===== config.mk =====
export PLATFORM = sky130hd
export DESIGN_NAME = trend_segmenter_absolute
export DESIGN_NICKNAME = d
export VERILOG_FILES = /design/src/rtl/core/tseg_pkg.sv /design/src/rtl/core/trend_segmenter_absolute.sv /design/src/rtl/core/tseg_outq.sv /design/src/rtl/core/tseg_core.sv
export SDC_FILE = /design/constraint.sdc
export NUM_CORES = 2
export LEC_CHECK = 0
export BUFFER_PORTS_ARGS = -buffer_cell sky130_fd_sc_hd__buf_4
export CAP_MARGIN = 20
export CORE_MARGIN = 3
export CORE_UTILIZATION = 25
export CTS_CLUSTER_SIZE = 24
export DETAILED_ROUTE_END_ITERATION = 7
export HOLD_SLACK_MARGIN = 0.1
export PLACE_DENSITY = 0.46
export SYNTH_ARGS = -nofsm -noshare
export SYNTH_HDL_FRONTEND = slang
export SYNTH_SLANG_ARGS = --single-unit
export TNS_END_PERCENT = 1

===== constraint.sdc =====
create_clock -name clk -period 15.05 [get_ports clk]
set_input_delay 0.7525 -clock clk [delete_from_list [all_inputs] [get_ports clk]]
set_output_delay 0.7525 -clock clk [all_outputs]
set_load 0.01 [all_outputs]

===== src/rtl/core/tseg_pkg.sv =====
// Shared constants for the trend segmenter: direction codes, register
// indexes, default widths and output queue sizing. No dependencies.
package tseg_pkg;

  localparam int DEF_SAMPLE_WIDTH = 32;
  localparam int DEF_INDEX_WIDTH  = 32;

  localparam int TOL_W    = 31;
  localparam int FIRST_W  = 32;
  localparam int CFG_IDX_W  = 1;
  localparam int CFG_DATA_W = 32;

  localparam logic [CFG_IDX_W-1:0] REG_TOLERANCE   = 1'b0;
  localparam logic [CFG_IDX_W-1:0] REG_FIRST_INDEX = 1'b1;

  localparam int DIR_W = 2;
  localparam logic [DIR_W-1:0] DIR_FLAT  = 2'd0;
  localparam logic [DIR_W-1:0] DIR_RISE  = 2'd1;
  localparam logic [DIR_W-1:0] DIR_FALL  = 2'd2;
  localparam logic [DIR_W-1:0] DIR_UNSET = 2'd3;

  localparam int OUTQ_DEPTH = 4;
  localparam int OUTQ_PTR_W = $clog2(OUTQ_DEPTH);
  localparam int OUTQ_CNT_W = $clog2(OUTQ_DEPTH + 1);

  typedef struct packed {
    logic [1:0] count;
  } tseg_push_t;

endpackage


===== src/rtl/core/trend_segmenter_absolute.sv =====
// Top level of the trend segmenter: configuration registers, segmenting
// core and result queue. Depends on tseg_pkg, tseg_core, tseg_outq.
//
//   channel | direction | handshake          | payload
//   in_     | into      | in_valid/in_stall  | in_sample, in_final_sample
//   out_    | out of    | out_valid/out_stall| begin, end, delta, run_last
//   cfg_    | into      | cfg_valid/cfg_ready| cfg_index, cfg_data
//
// One sample per cycle sustained while in_stall stays low: the input register
// feeds the direction and segment update, which writes up to two results
// into a four-entry result queue. Results pass through the input register
// and the result queue before they appear. in_stall rises while the input
// register holds a sample and the queue has fewer than two free entries.
// Synchronous reset clears the stream state and both configuration registers.
module trend_segmenter_absolute #(
  parameter int SAMPLE_WIDTH = tseg_pkg::DEF_SAMPLE_WIDTH,
  parameter int INDEX_WIDTH  = tseg_pkg::DEF_INDEX_WIDTH
) (
  input  logic                                clk,
  input  logic                                rst_n,
  input  logic                                in_valid,
  output logic                                in_stall,
  input  logic signed [SAMPLE_WIDTH-1:0]      in_sample,
  input  logic                                in_final_sample,
  output logic                                out_valid,
  input  logic                                out_stall,
  output logic [INDEX_WIDTH-1:0]              out_segment_begin,
  output logic [INDEX_WIDTH-1:0]              out_segment_end,
  output logic signed [SAMPLE_WIDTH:0]        out_segment_delta,
  output logic                                out_run_last,
  input  logic                                cfg_valid,
  output logic                                cfg_ready,
  input  logic [tseg_pkg::CFG_IDX_W-1:0]      cfg_index,
  input  logic [tseg_pkg::CFG_DATA_W-1:0]     cfg_data
);
  import tseg_pkg::*;

  localparam int RES_W = 2 * INDEX_WIDTH + SAMPLE_WIDTH + 2;

  logic [TOL_W-1:0]   tol_r, tol_nxt;
  logic [FIRST_W-1:0] first_r, first_nxt;
  tseg_push_t         push_ctl;
  logic               q_room;
  logic [RES_W-1:0]   push_data0, push_data1, q_data;

  assign cfg_ready = 1'b1;

  always_comb begin
    tol_nxt   = tol_r;
    first_nxt = first_r;
    if (cfg_valid && cfg_ready) begin
      unique case (cfg_index)
        REG_TOLERANCE:   tol_nxt   = cfg_data[TOL_W-1:0];
        REG_FIRST_INDEX: first_nxt = cfg_data[FIRST_W-1:0];
        default:         tol_nxt   = tol_r;
      endcase
    end
  end

  always_ff @(posedge clk) begin
    if (!rst_n) begin
      tol_r   <= '0;
      first_r <= '0;
    end else begin
      tol_r   <= tol_nxt;
      first_r <= first_nxt;
    end
  end

  tseg_core #(
    .SAMPLE_WIDTH (SAMPLE_WIDTH),
    .INDEX_WIDTH  (INDEX_WIDTH),
    .RES_W        (RES_W)
  ) u_core (
    .clk             (clk),
    .rst_n           (rst_n),
    .in_valid        (in_valid),
    .in_stall        (in_stall),
    .in_sample       (in_sample),
    .in_final_sample (in_final_sample),
    .tolerance       (tol_r),
    .first_index     (first_r),
    .push_room       (q_room),
    .push_ctl        (push_ctl),
    .push_data0      (push_data0),
    .push_data1      (push_data1)
  );

  tseg_outq #(
    .RES_W (RES_W)
  ) u_outq (
    .clk        (clk),
    .rst_n      (rst_n),
    .push_count (push_ctl.count),
    .push_data0 (push_data0),
    .push_data1 (push_data1),
    .push_room  (q_room),
    .out_valid  (out_valid),
    .out_stall  (out_stall),
    .out_data   (q_data)
  );

  assign out_segment_begin = q_data[RES_W-1 -: INDEX_WIDTH];
  assign out_segment_end   = q_data[RES_W-1-INDEX_WIDTH -: INDEX_WIDTH];
  assign out_segment_delta = q_data[SAMPLE_WIDTH+1:1];
  assign out_run_last      = q_data[0];

endmodule


===== src/rtl/core/tseg_outq.sv =====
// Result queue of the trend segmenter: takes up to two results per cycle,
// hands one out per transaction. Depends on tseg_pkg.
module tseg_outq #(
  parameter int RES_W = 98
) (
  input  logic             clk,
  input  logic             rst_n,
  input  logic [1:0]       push_count,
  input  logic [RES_W-1:0] push_data0,
  input  logic [RES_W-1:0] push_data1,
  output logic             push_room,
  output logic             out_valid,
  input  logic             out_stall,
  output logic [RES_W-1:0] out_data
);
  import tseg_pkg::*;

  logic [RES_W-1:0]      mem_r [OUTQ_DEPTH];
  logic [OUTQ_PTR_W-1:0] wptr_r, wptr_nxt, rptr_r, rptr_nxt, wptr_p1;
  logic [OUTQ_CNT_W-1:0] cnt_r, cnt_nxt;
  logic                  pop;

  assign pop       = (cnt_r != '0) && !out_stall;
  assign out_valid = (cnt_r != '0);
  assign out_data  = mem_r[rptr_r];
  assign push_room = (cnt_r <= OUTQ_CNT_W'(OUTQ_DEPTH - 2));
  assign wptr_p1   = wptr_r + OUTQ_PTR_W'(1);

  always_comb begin
    wptr_nxt = wptr_r + OUTQ_PTR_W'(push_count);
    rptr_nxt = pop ? rptr_r + OUTQ_PTR_W'(1) : rptr_r;
    cnt_nxt  = cnt_r + OUTQ_CNT_W'(push_count) - OUTQ_CNT_W'(pop);
  end

  always_ff @(posedge clk) begin
    if (push_count != 2'd0) begin
      mem_r[wptr_r] <= push_data0;
    end
    if (push_count == 2'd2) begin
      mem_r[wptr_p1] <= push_data1;
    end
  end

  always_ff @(posedge clk) begin
    if (!rst_n) begin
      wptr_r <= '0;
      rptr_r <= '0;
      cnt_r  <= '0;
    end else begin
      wptr_r <= wptr_nxt;
      rptr_r <= rptr_nxt;
      cnt_r  <= cnt_nxt;
    end
  end

endmodule


===== src/rtl/core/tseg_core.sv =====
// Segmenting datapath: input register, direction decision, segment state
// and result formation. Depends on tseg_pkg.
module tseg_core #(
  parameter int SAMPLE_WIDTH = tseg_pkg::DEF_SAMPLE_WIDTH,
  parameter int INDEX_WIDTH  = tseg_pkg::DEF_INDEX_WIDTH,
  parameter int RES_W        = 2 * INDEX_WIDTH + SAMPLE_WIDTH + 2
) (
  input  logic                             clk,
  input  logic                             rst_n,
  input  logic                             in_valid,
  output logic                             in_stall,
  input  logic signed [SAMPLE_WIDTH-1:0]   in_sample,
  input  logic                             in_final_sample,
  input  logic [tseg_pkg::TOL_W-1:0]       tolerance,
  input  logic [tseg_pkg::FIRST_W-1:0]     first_index,
  input  logic                             push_room,
  output tseg_pkg::tseg_push_t             push_ctl,
  output logic [RES_W-1:0]                 push_data0,
  output logic [RES_W-1:0]                 push_data1
);
  import tseg_pkg::*;

  localparam int CW = (SAMPLE_WIDTH + 1 > TOL_W + 1) ? SAMPLE_WIDTH + 1 : TOL_W + 1;

  logic                           vld_r, vld_nxt;
  logic signed [SAMPLE_WIDTH-1:0] smp_r;
  logic                           fin_r;

  logic signed [SAMPLE_WIDTH-1:0] prev_r, prev_nxt, start_r, start_nxt;
  logic [INDEX_WIDTH-1:0]         sidx_r, sidx_nxt, idx_r, idx_nxt;
  logic [DIR_W-1:0]               cur_r, cur_nxt, pdir_r, pdir_nxt;
  logic                           started_r, started_nxt;

  logic                           fire;
  logic [63:0]                    fi_ext;
  logic [INDEX_WIDTH-1:0]         fi;
  logic signed [SAMPLE_WIDTH:0]   step_diff;
  logic signed [CW-1:0]           diff_x, tol_x, ntol_x;
  logic [DIR_W-1:0]               dir_new, pdir_eff;
  logic                           change;
  logic signed [SAMPLE_WIDTH-1:0] u_prev, u_start;
  logic [INDEX_WIDTH-1:0]         u_sidx, u_idx;
  logic signed [SAMPLE_WIDTH:0]   chg_delta, fin_delta;
  logic [RES_W-1:0]               res_chg, res_fin;

  assign fire     = vld_r && push_room;
  assign in_stall = vld_r && !push_room;
  assign vld_nxt  = in_stall ? vld_r : in_valid;

  assign fi_ext = {32'd0, first_index};
  assign fi     = fi_ext[INDEX_WIDTH-1:0];

  always_comb begin
    step_diff = {smp_r[SAMPLE_WIDTH-1], smp_r} - {prev_r[SAMPLE_WIDTH-1], prev_r};
    diff_x    = CW'(step_diff);
    tol_x     = CW'(tolerance);
    ntol_x    = -tol_x;
    if ((diff_x > 0 && cur_r == DIR_RISE) || diff_x > tol_x) begin
      dir_new = DIR_RISE;
    end else if ((diff_x < 0 && cur_r == DIR_FALL) || diff_x < ntol_x) begin
      dir_new = DIR_FALL;
    end else begin
      dir_new = DIR_FLAT;
    end
    pdir_eff = (pdir_r == DIR_UNSET) ? dir_new : pdir_r;
    change   = started_r && (dir_new != pdir_eff);

    if (!started_r) begin
      u_prev  = smp_r;
      u_start = smp_r;
      u_sidx  = fi;
      u_idx   = fi;
    end else begin
      u_prev  = smp_r;
      u_start = change ? prev_r : start_r;
      u_sidx  = change ? idx_r : sidx_r;
      u_idx   = idx_r + INDEX_WIDTH'(1);
    end

    chg_delta = {prev_r[SAMPLE_WIDTH-1], prev_r} - {start_r[SAMPLE_WIDTH-1], start_r};
    fin_delta = {u_prev[SAMPLE_WIDTH-1], u_prev} - {u_start[SAMPLE_WIDTH-1], u_start};
    res_chg = {sidx_r + INDEX_WIDTH'(1), idx_r + INDEX_WIDTH'(1), chg_delta, !fin_r};
    res_fin = {u_sidx + INDEX_WIDTH'(1), u_idx + INDEX_WIDTH'(1), fin_delta, 1'b1};

    push_ctl.count = fire ? (2'(change) + 2'(fin_r)) : 2'd0;
    push_data0     = change ? res_chg : res_fin;
    push_data1     = res_fin;

    prev_nxt    = prev_r;
    start_nxt   = start_r;
    sidx_nxt    = sidx_r;
    idx_nxt     = idx_r;
    cur_nxt     = cur_r;
    pdir_nxt    = pdir_r;
    started_nxt = started_r;
    if (fire) begin
      if (fin_r) begin
        prev_nxt    = '0;
        start_nxt   = '0;
        sidx_nxt    = '0;
        idx_nxt     = '0;
        cur_nxt     = DIR_FLAT;
        pdir_nxt    = DIR_UNSET;
        started_nxt = 1'b0;
      end else begin
        prev_nxt    = u_prev;
        start_nxt   = u_start;
        sidx_nxt    = u_sidx;
        idx_nxt     = u_idx;
        cur_nxt     = started_r ? dir_new : DIR_FLAT;
        pdir_nxt    = started_r ? dir_new : DIR_UNSET;
        started_nxt = 1'b1;
      end
    end
  end

  always_ff @(posedge clk) begin
    if (!in_stall) begin
      smp_r <= in_sample;
      fin_r <= in_final_sample;
    end
  end

  always_ff @(posedge clk) begin
    if (!rst_n) begin
      vld_r     <= 1'b0;
      prev_r    <= '0;
      start_r   <= '0;
      sidx_r    <= '0;
      idx_r     <= '0;
      cur_r     <= DIR_FLAT;
      pdir_r    <= DIR_UNSET;
      started_r <= 1'b0;
    end else begin
      vld_r     <= vld_nxt;
      prev_r    <= prev_nxt;
      start_r   <= start_nxt;
      sidx_r    <= sidx_nxt;
      idx_r     <= idx_nxt;
      cur_r     <= cur_nxt;
      pdir_r    <= pdir_nxt;
      started_r <= started_nxt;
    end
  end

endmodule


==> Yosys cells after proc, flatten, opt, wreduce, memory -nomap -nowiden <==
Memory sizes are Yosys's and may differ from the RTL's. A register that Yosys moved wholly into a read port is not among the register bits.
Cells that the tools add are included.
{ "op_classes": {"add_sub_neg": 14, "order_cmp": 5, "n_eq_ne": 5, "n_mux": 25, "n_bitwise": 1, "reduce_logical": 15} }
{ "ops": {"columns": ["cell", "count"], "rows": [
  ["two-way mux 32 bit", 9],
  ["adder 32 x 1 -> 32 bit, second input constant", 4],
  ["subtractor 32 x 32 -> 33 bit", 3],
  ["two-way mux 98 bit", 1],
  ["greater-than comparator 33 x 1 -> 1 bit, second input constant", 1],
  ["greater-than comparator 33 x 32 -> 1 bit", 1],
  ["less-than comparator 33 x 1 -> 1 bit, second input constant", 1],
  ["less-than comparator 33 bit", 1],
  ["negation 31 -> 33 bit", 1],
  ["two-way mux 2 bit", 10],
  ["== test 2 bit, second input constant", 3],
  ["logical AND 1 bit", 6],
  ["two-way mux 1 bit", 5],
  ["adder 2 x 1 -> 2 bit, second input constant", 2],
  ["AND reduction 2 bit", 2],
  ["adder 3 x 2 -> 3 bit", 1],
  ["<= comparator 3 x 2 -> 1 bit, second input constant", 1],
  ["zero test 1 bit", 3],
  ["nonzero test 3 bit", 1],
  ["subtractor 3 x 1 -> 3 bit", 1],
  ["adder 1 x 1 -> 2 bit", 1],
  ["adder 2 bit", 1],
  ["== test 2 x 1 -> 1 bit, second input constant", 1],
  ["logical OR 1 bit", 2],
  ["other kinds (3)", 3]
]} }
{ "totals": {"register_bits": 237, "ramBits": 392, "input_bits": 71, "output_inout_bits": 101, "elab_cells": 81, "n_memories": 1} }
{ "memory_table": {"columns": ["name", "words", "word_bits", "read_ports", "rd_clocked_by_memory_dff", "wr", "line_no", "source"], "rows": [
  ["u_outq.mem_r", 4, 98, 1, 1, 2, "tseg_outq.sv:18", "logic [RES_W-1:0] mem_r [OUTQ_DEPTH];"]
]} }

==> Longest topological paths before layout <==
{ "logic_depth": {"depth_word": 14, "depth_mapped": 50, "depth_no_buf": 46} }

==> By module <==
From an unflattened synthesis, not the netlist that was laid out.
{ "hier_totals": {"hier_cells": 3656, "area_unflattened_um2": 39819.4} }
{ "by_module_without_submodules": {"columns": ["module", "instances", "cells_each", "area_per_inst_um2", "seq_area_each_um2"], "rows": [
  ["tseg_outq", 1, 1001, 19235.9, 11951.5],
  ["tseg_core", 1, 2411, 18168.7, 3673.5],
  ["trend_segmenter_absolute", 1, 244, 2414.8, 1261.2]
]} }

==> Least setup slack after synthesis <==
OpenSTA, ideal clock, no wires.
{ "synth_path": {"path_type": "register to register", "start": "register u_core.smp_r[0]", "end": "memory u_outq.mem_r[1][31], data pin", "setup_ns": 0.265, "t_arrival_ns": 9.663, "t_required_ns": 14.785, "setup_slack_ns": 5.122, "path_stages_with_launch": 51, "path_buffers": 4, "period_less_slack_ns": 9.928, "path_cell_list": "edfxtp_1 -> inv_1 -> ha_1 -> inv_1 -> fa_1 -> a21o_1 -> a31oi_4 -> o31ai_2 -> nand3_2 -> nand2_1 -> a31oi_1 -> or4b_2 -> and2_1 -> ha_1 -> a21o_1 -> a21oi_1 -> nor2b_1 -> o21ai_0 -> [... 15 more ...] -> fa_1 -> a21o_1 -> a21oi_1 -> o21bai_1 -> a21oi_1 -> o21ai_0 -> a41oi_1 -> a211oi_1 -> a41o_1 -> o41ai_1 -> o311a_1 -> a311o_1 -> o211ai_1 -> a31o_2 -> a21oi_1 -> xor2_1 -> a21o_1 -> o21ai_0"} }
{ "synth_rtl": {"columns": ["element", "line_no", "source"], "rows": [
  ["start, declared", "tseg_core.sv:26", "logic signed [SAMPLE_WIDTH-1:0] smp_r;"],
  ["start signal, assigned", "tseg_core.sv:119", "smp_r <= in_sample;"],
  ["end, declared", "tseg_outq.sv:18", null]
]} }

==> flow_metrics.tcl <==
set metrics [dict create \
    hold_class "in -> reg" \
    seqPwrFrac_pct 33.3 \
    crit_arrival_ns 12.46 \
    vias_per_cell 5.294 \
    cts_resized 0 \
    synthFlopType "edfxtp_1" \
    gp_congestion 0.8955 \
    rrSetupSlack_ns 3.01 \
    fin_skew_ns 0.04107 \
    status "finished, final reports clean" \
    syn_inst 3910 \
    timing.rr.start "u_core.smp_r[4]" \
    rsz0062_at_grt "no" \
    wirelength_um 147800 \
    drv_cap 0 \
    cts_hold_buf 0 \
    comb_power_share_pct 34.6 \
    dieHeight_um 397.8 \
    cp-end-kind "register" \
    clockBufferDepth 3 \
    synth_edf_count 421 \
    wl_per_cell_um 24.43 \
    grt_pass1_vias 31006 \
    cp_top_family "compound AO/OA/AOI/OAI gates" \
    grt_first_pass_wirelength_um 216800 \
    ios 172 \
    leakage_nw 14.81 \
    clk_latency_ns 0.70 \
    dieWidth_um 397.8 \
    cts_tree "built" \
    start_util_pct 25.20 \
    n_antenna_cell 0 \
    timing.fmax_mhz 83.03 \
    critical_path_class "reg -> reg" \
    slew-limit-headroom_pct 26.33 \
    p_clk_share_pct 32.1 \
    cp_num_buf_inv 1 \
    required_ns 15.47 \
    nets 4200 \
    coreArea_sq_mm 0.1523 \
    grt_max_degree 94 \
    r2r-end "u_outq.mem_r[1][31]" \
    synth_area_sq_mm 0.03837 \
    clk_pin_slew_ns 0.06 \
    fin_ws_ns 3.006 \
    dpl.hpwl_um 103700 \
    p_switching_w 0.002188 \
    finalHoldViolCount 0 \
    dieArea_sq_mm 0.1582 \
    tns_ns 0 \
    clock-sinks 631 \
    rows 143 \
    finalCritPeriodShare_pct 80.03 \
    post_cts_buffers 0 \
    synth_warnings 0 \
    hp-start "in_sample[24]" \
    track_usage_pct 18.20 \
    period_minus_slack_ns 12.04 \
    switching_share_pct 36.23 \
    min_to "u_core.smp_r[24]" \
    overflow 0 \
    postSynthAreaPerCell_sq_um 9.814 \
    ys_ff_latch 631 \
    yosysSeqAreaShare_pct 43.90 \
    dp_slack_ns 3.115 \
    num_vias 32029 \
    critPathMaxStageDelay_ns 0.89 \
    cts-buffers-inserted 78 \
    crit_slowest_cell "nor2_2" \
    synth_fp_nets 4152 \
    drc_errors 0 \
    portBuffers 170 \
    firstDrtPassIters 6 \
    drtIter0Drc 2727 \
    r2r_cells 43 \
    synthDistinctLibCells 97 \
    ant_nets 0 \
    power_density_mw_per_mm2 136.3 \
    antenna_found_initial 8 \
    root_buffer "clkbuf_16" \
    area_growth_pct 15.50 \
    startpoint_type "register" \
    worstMarginPinSlew_ns 1.105 \
    timing.critical_path.mode_cell "a21oi_1" \
    ir_drop_uv 81.84 \
    internal_power_w 0.003851 \
    hold_depth 1 \
    cts.htree.levels 3 \
    cp_max_fo 25 \
    drive_above_1_share_pct 12.71 \
    final_util_pct 29.11 \
    drv_slew 0 \
    setup_viol 0 \
    async_flop_share_pct 0 \
]
-- cell families after synthesis --
group	share of synthesized area (%)
AO/OA/AOI/OAI	19.63
XOR/XNOR	5.021
adder cells (fa/ha/maj)	5.654
buffers and inverters	4.177
flip-flops	43.90
multiplexers	5.941
other	0.009772
AND/OR/NAND/NOR	15.66
-- stage by stage --
stage	total power, W	std cells	instance area (sq um)	hold slack, ns
global route	0.006349	6050	44320	0.2002
detailed placement	0.004145	5908	41740	0.4528
finish	0.006039	6050	44320	0.2342
floorplan	0.003354	3910	38370	0.4310
CTS	0.006095	6050	44320	0.1784
global placement	0.004142	5906	41700	0.4477
-- synth_stat cells, types with 7 or more instances --
| cell | number | area share (%) |
|---|---|---|
| o31ai_1 | 12 | 0.23 |
| nand2_1 | 441 | 4.3 |
| mux4_2 | 98 | 5.8 |
| a22o_1 | 18 | 0.41 |
| and3_1 | 26 | 0.42 |
| o21ai_0 | 130 | 1.7 |
| ha_1 | 167 | 5.4 |
| nand3b_1 | 36 | 0.70 |
| o22ai_1 | 319 | 5.2 |
| a21boi_0 | 103 | 2.0 |
| or3_1 | 29 | 0.47 |
| nor3_1 | 61 | 0.80 |
| nor2b_1 | 104 | 1.7 |
| nor2_1 | 233 | 2.3 |
| a211o_1 | 12 | 0.27 |
| o211ai_1 | 15 | 0.29 |
| and2_1 | 36 | 0.59 |
| o21bai_1 | 11 | 0.22 |
| nand4_1 | 36 | 0.59 |
| edfxtp_1 | 421 | 33 |
| a31oi_1 | 35 | 0.57 |
| a21o_1 | 61 | 1.2 |
| nor4_1 | 18 | 0.29 |
| or2_2 | 12 | 0.20 |
| xnor2_1 | 122 | 2.8 |
| nand3_1 | 124 | 1.6 |
| clkbuf_1 | 210 | 2.1 |
| inv_1 | 160 | 1.6 |
| nand2b_1 | 24 | 0.39 |
| dfxtp_1 | 210 | 11 |
| buf_1 | 28 | 0.27 |
| a211oi_1 | 16 | 0.31 |
| xor2_1 | 98 | 2.2 |
| o21ai_1 | 13 | 0.17 |
| and4_1 | 9 | 0.21 |
| o21a_1 | 11 | 0.22 |
| a21oi_1 | 204 | 2.7 |
| or4_1 | 7 | 0.14 |
| a2bb2oi_1 | 34 | 0.78 |
| a22oi_1 | 50 | 0.98 |
-- layer usage --
| layer | track usage, % | wire, um | vias to the layer above |
|---|---|---|---|
| met4 | 4.697 | 3393 | 10 |
| met2 | 29.63 | 68860 | 1123 |
| met5 | 0 | 72 | - |
| li1 | - | - | 14773 |
| met1 | 25.03 | 66380 | 15928 |
| met3 | 2.895 | 9111 | 195 |
-- power by group through the flow --
| stage | Sequential, W | Clock (W) | Combinational (W) |
|---|---|---|---|
| 4_1_cts | 0.00201 | 0.00198 | 0.00210 |
| 5_1_grt | 0.00202 | 0.00204 | 0.00229 |
| 6_report | 0.00201 | 0.00194 | 0.00209 |
| 3_3_place_gp | 0.00205 | 0 | 0.00209 |
| 2_1_floorplan | 0.00199 | 0 | 0.00137 |
| 3_5_place_dp | 0.00205 | 0 | 0.00209 |
-- worst max-delay path by stage --
stage	start	endpoint	slack [ns]	depth (start not counted)
2_1_floorplan	u_core.smp_r[0]	u_outq.mem_r[1][31]	5.12	50
3_3_place_gp	u_core.smp_r[0]	u_outq.mem_r[1][31]	3.15	46
3_5_place_dp	u_core.smp_r[0]	u_outq.mem_r[1][31]	3.11	46
4_1_cts	u_core.smp_r[0]	u_outq.mem_r[1][31]	3.07	46
5_1_grt	u_core.smp_r[0]	u_outq.mem_r[1][31]	2.00	46
6_report	u_core.smp_r[4]	u_outq.mem_r[1][31]	3.01	43
-- placed cells by master, fill, tap and decap left out, drive strengths merged, types with 34 or more instances in the layout --
| cell | netlist | layout |
|---|---|---|
| a21boi | 103 | 103 |
| xnor2 | 122 | 122 |
| xor2 | 98 | 98 |
| nand3 | 126 | 126 |
| a21o | 61 | 61 |
| ha | 167 | 167 |
| nand2 | 442 | 442 |
| and2 | 36 | 36 |
| nor2b | 104 | 104 |
| edfxtp | 421 | 421 |
| mux4 | 98 | 98 |
| nor3 | 62 | 62 |
| nand3b | 36 | 36 |
| nand4 | 37 | 37 |
| nor2 | 233 | 233 |
| a22oi | 50 | 50 |
| a21oi | 205 | 205 |
| o21ai | 143 | 143 |
| a2bb2oi | 34 | 34 |
| o22ai | 319 | 319 |
| a31oi | 39 | 39 |
| clkbuf | 210 | 94 |
| inv | 160 | 164 |
| buf | 42 | 220 |
| dfxtp | 210 | 210 |
-- flip-flops by register name, indices dropped and copies added (netlist names), named ones only --
register and count:
u_outq.cnt_r 3, u_core.start_r 32, u_outq.mem_r 392, u_core.cur_r 2, u_core.smp_r 32, u_outq.wptr_r 2
u_core.pdir_r 2, first_r 32, u_core.started_r 1, u_core.sidx_r 32, u_core.fin_r 1, u_core.prev_r 32
u_core.idx_r 32, tol_r 31, u_outq.rptr_r 2, u_core.vld_r 1
-- worst reg2reg max path, delay by kind of cell, from the launching register on --
kind                     cells  cell delay, ns
buffers and inverters        1            0.06
AO/OA/AOI/OAI               30            7.71
AND/OR/NAND/NOR              7            1.92
XOR/XNOR                     1            0.31
adder cells (fa/ha/maj)      4            1.33
flip-flops                   1            0.45
-- cell type report --
cell class	count	area (sq um)
clock inverter	48	510.5
fill	15944	107900
clock buffer	94	2073
multi-input combinational	2867	20040
inverter	160	600.6
timing repair buffer	220	1704
sequential	631	16860
tap	2030	2540
No activity file was read; power rests on OpenSTA's default activity.
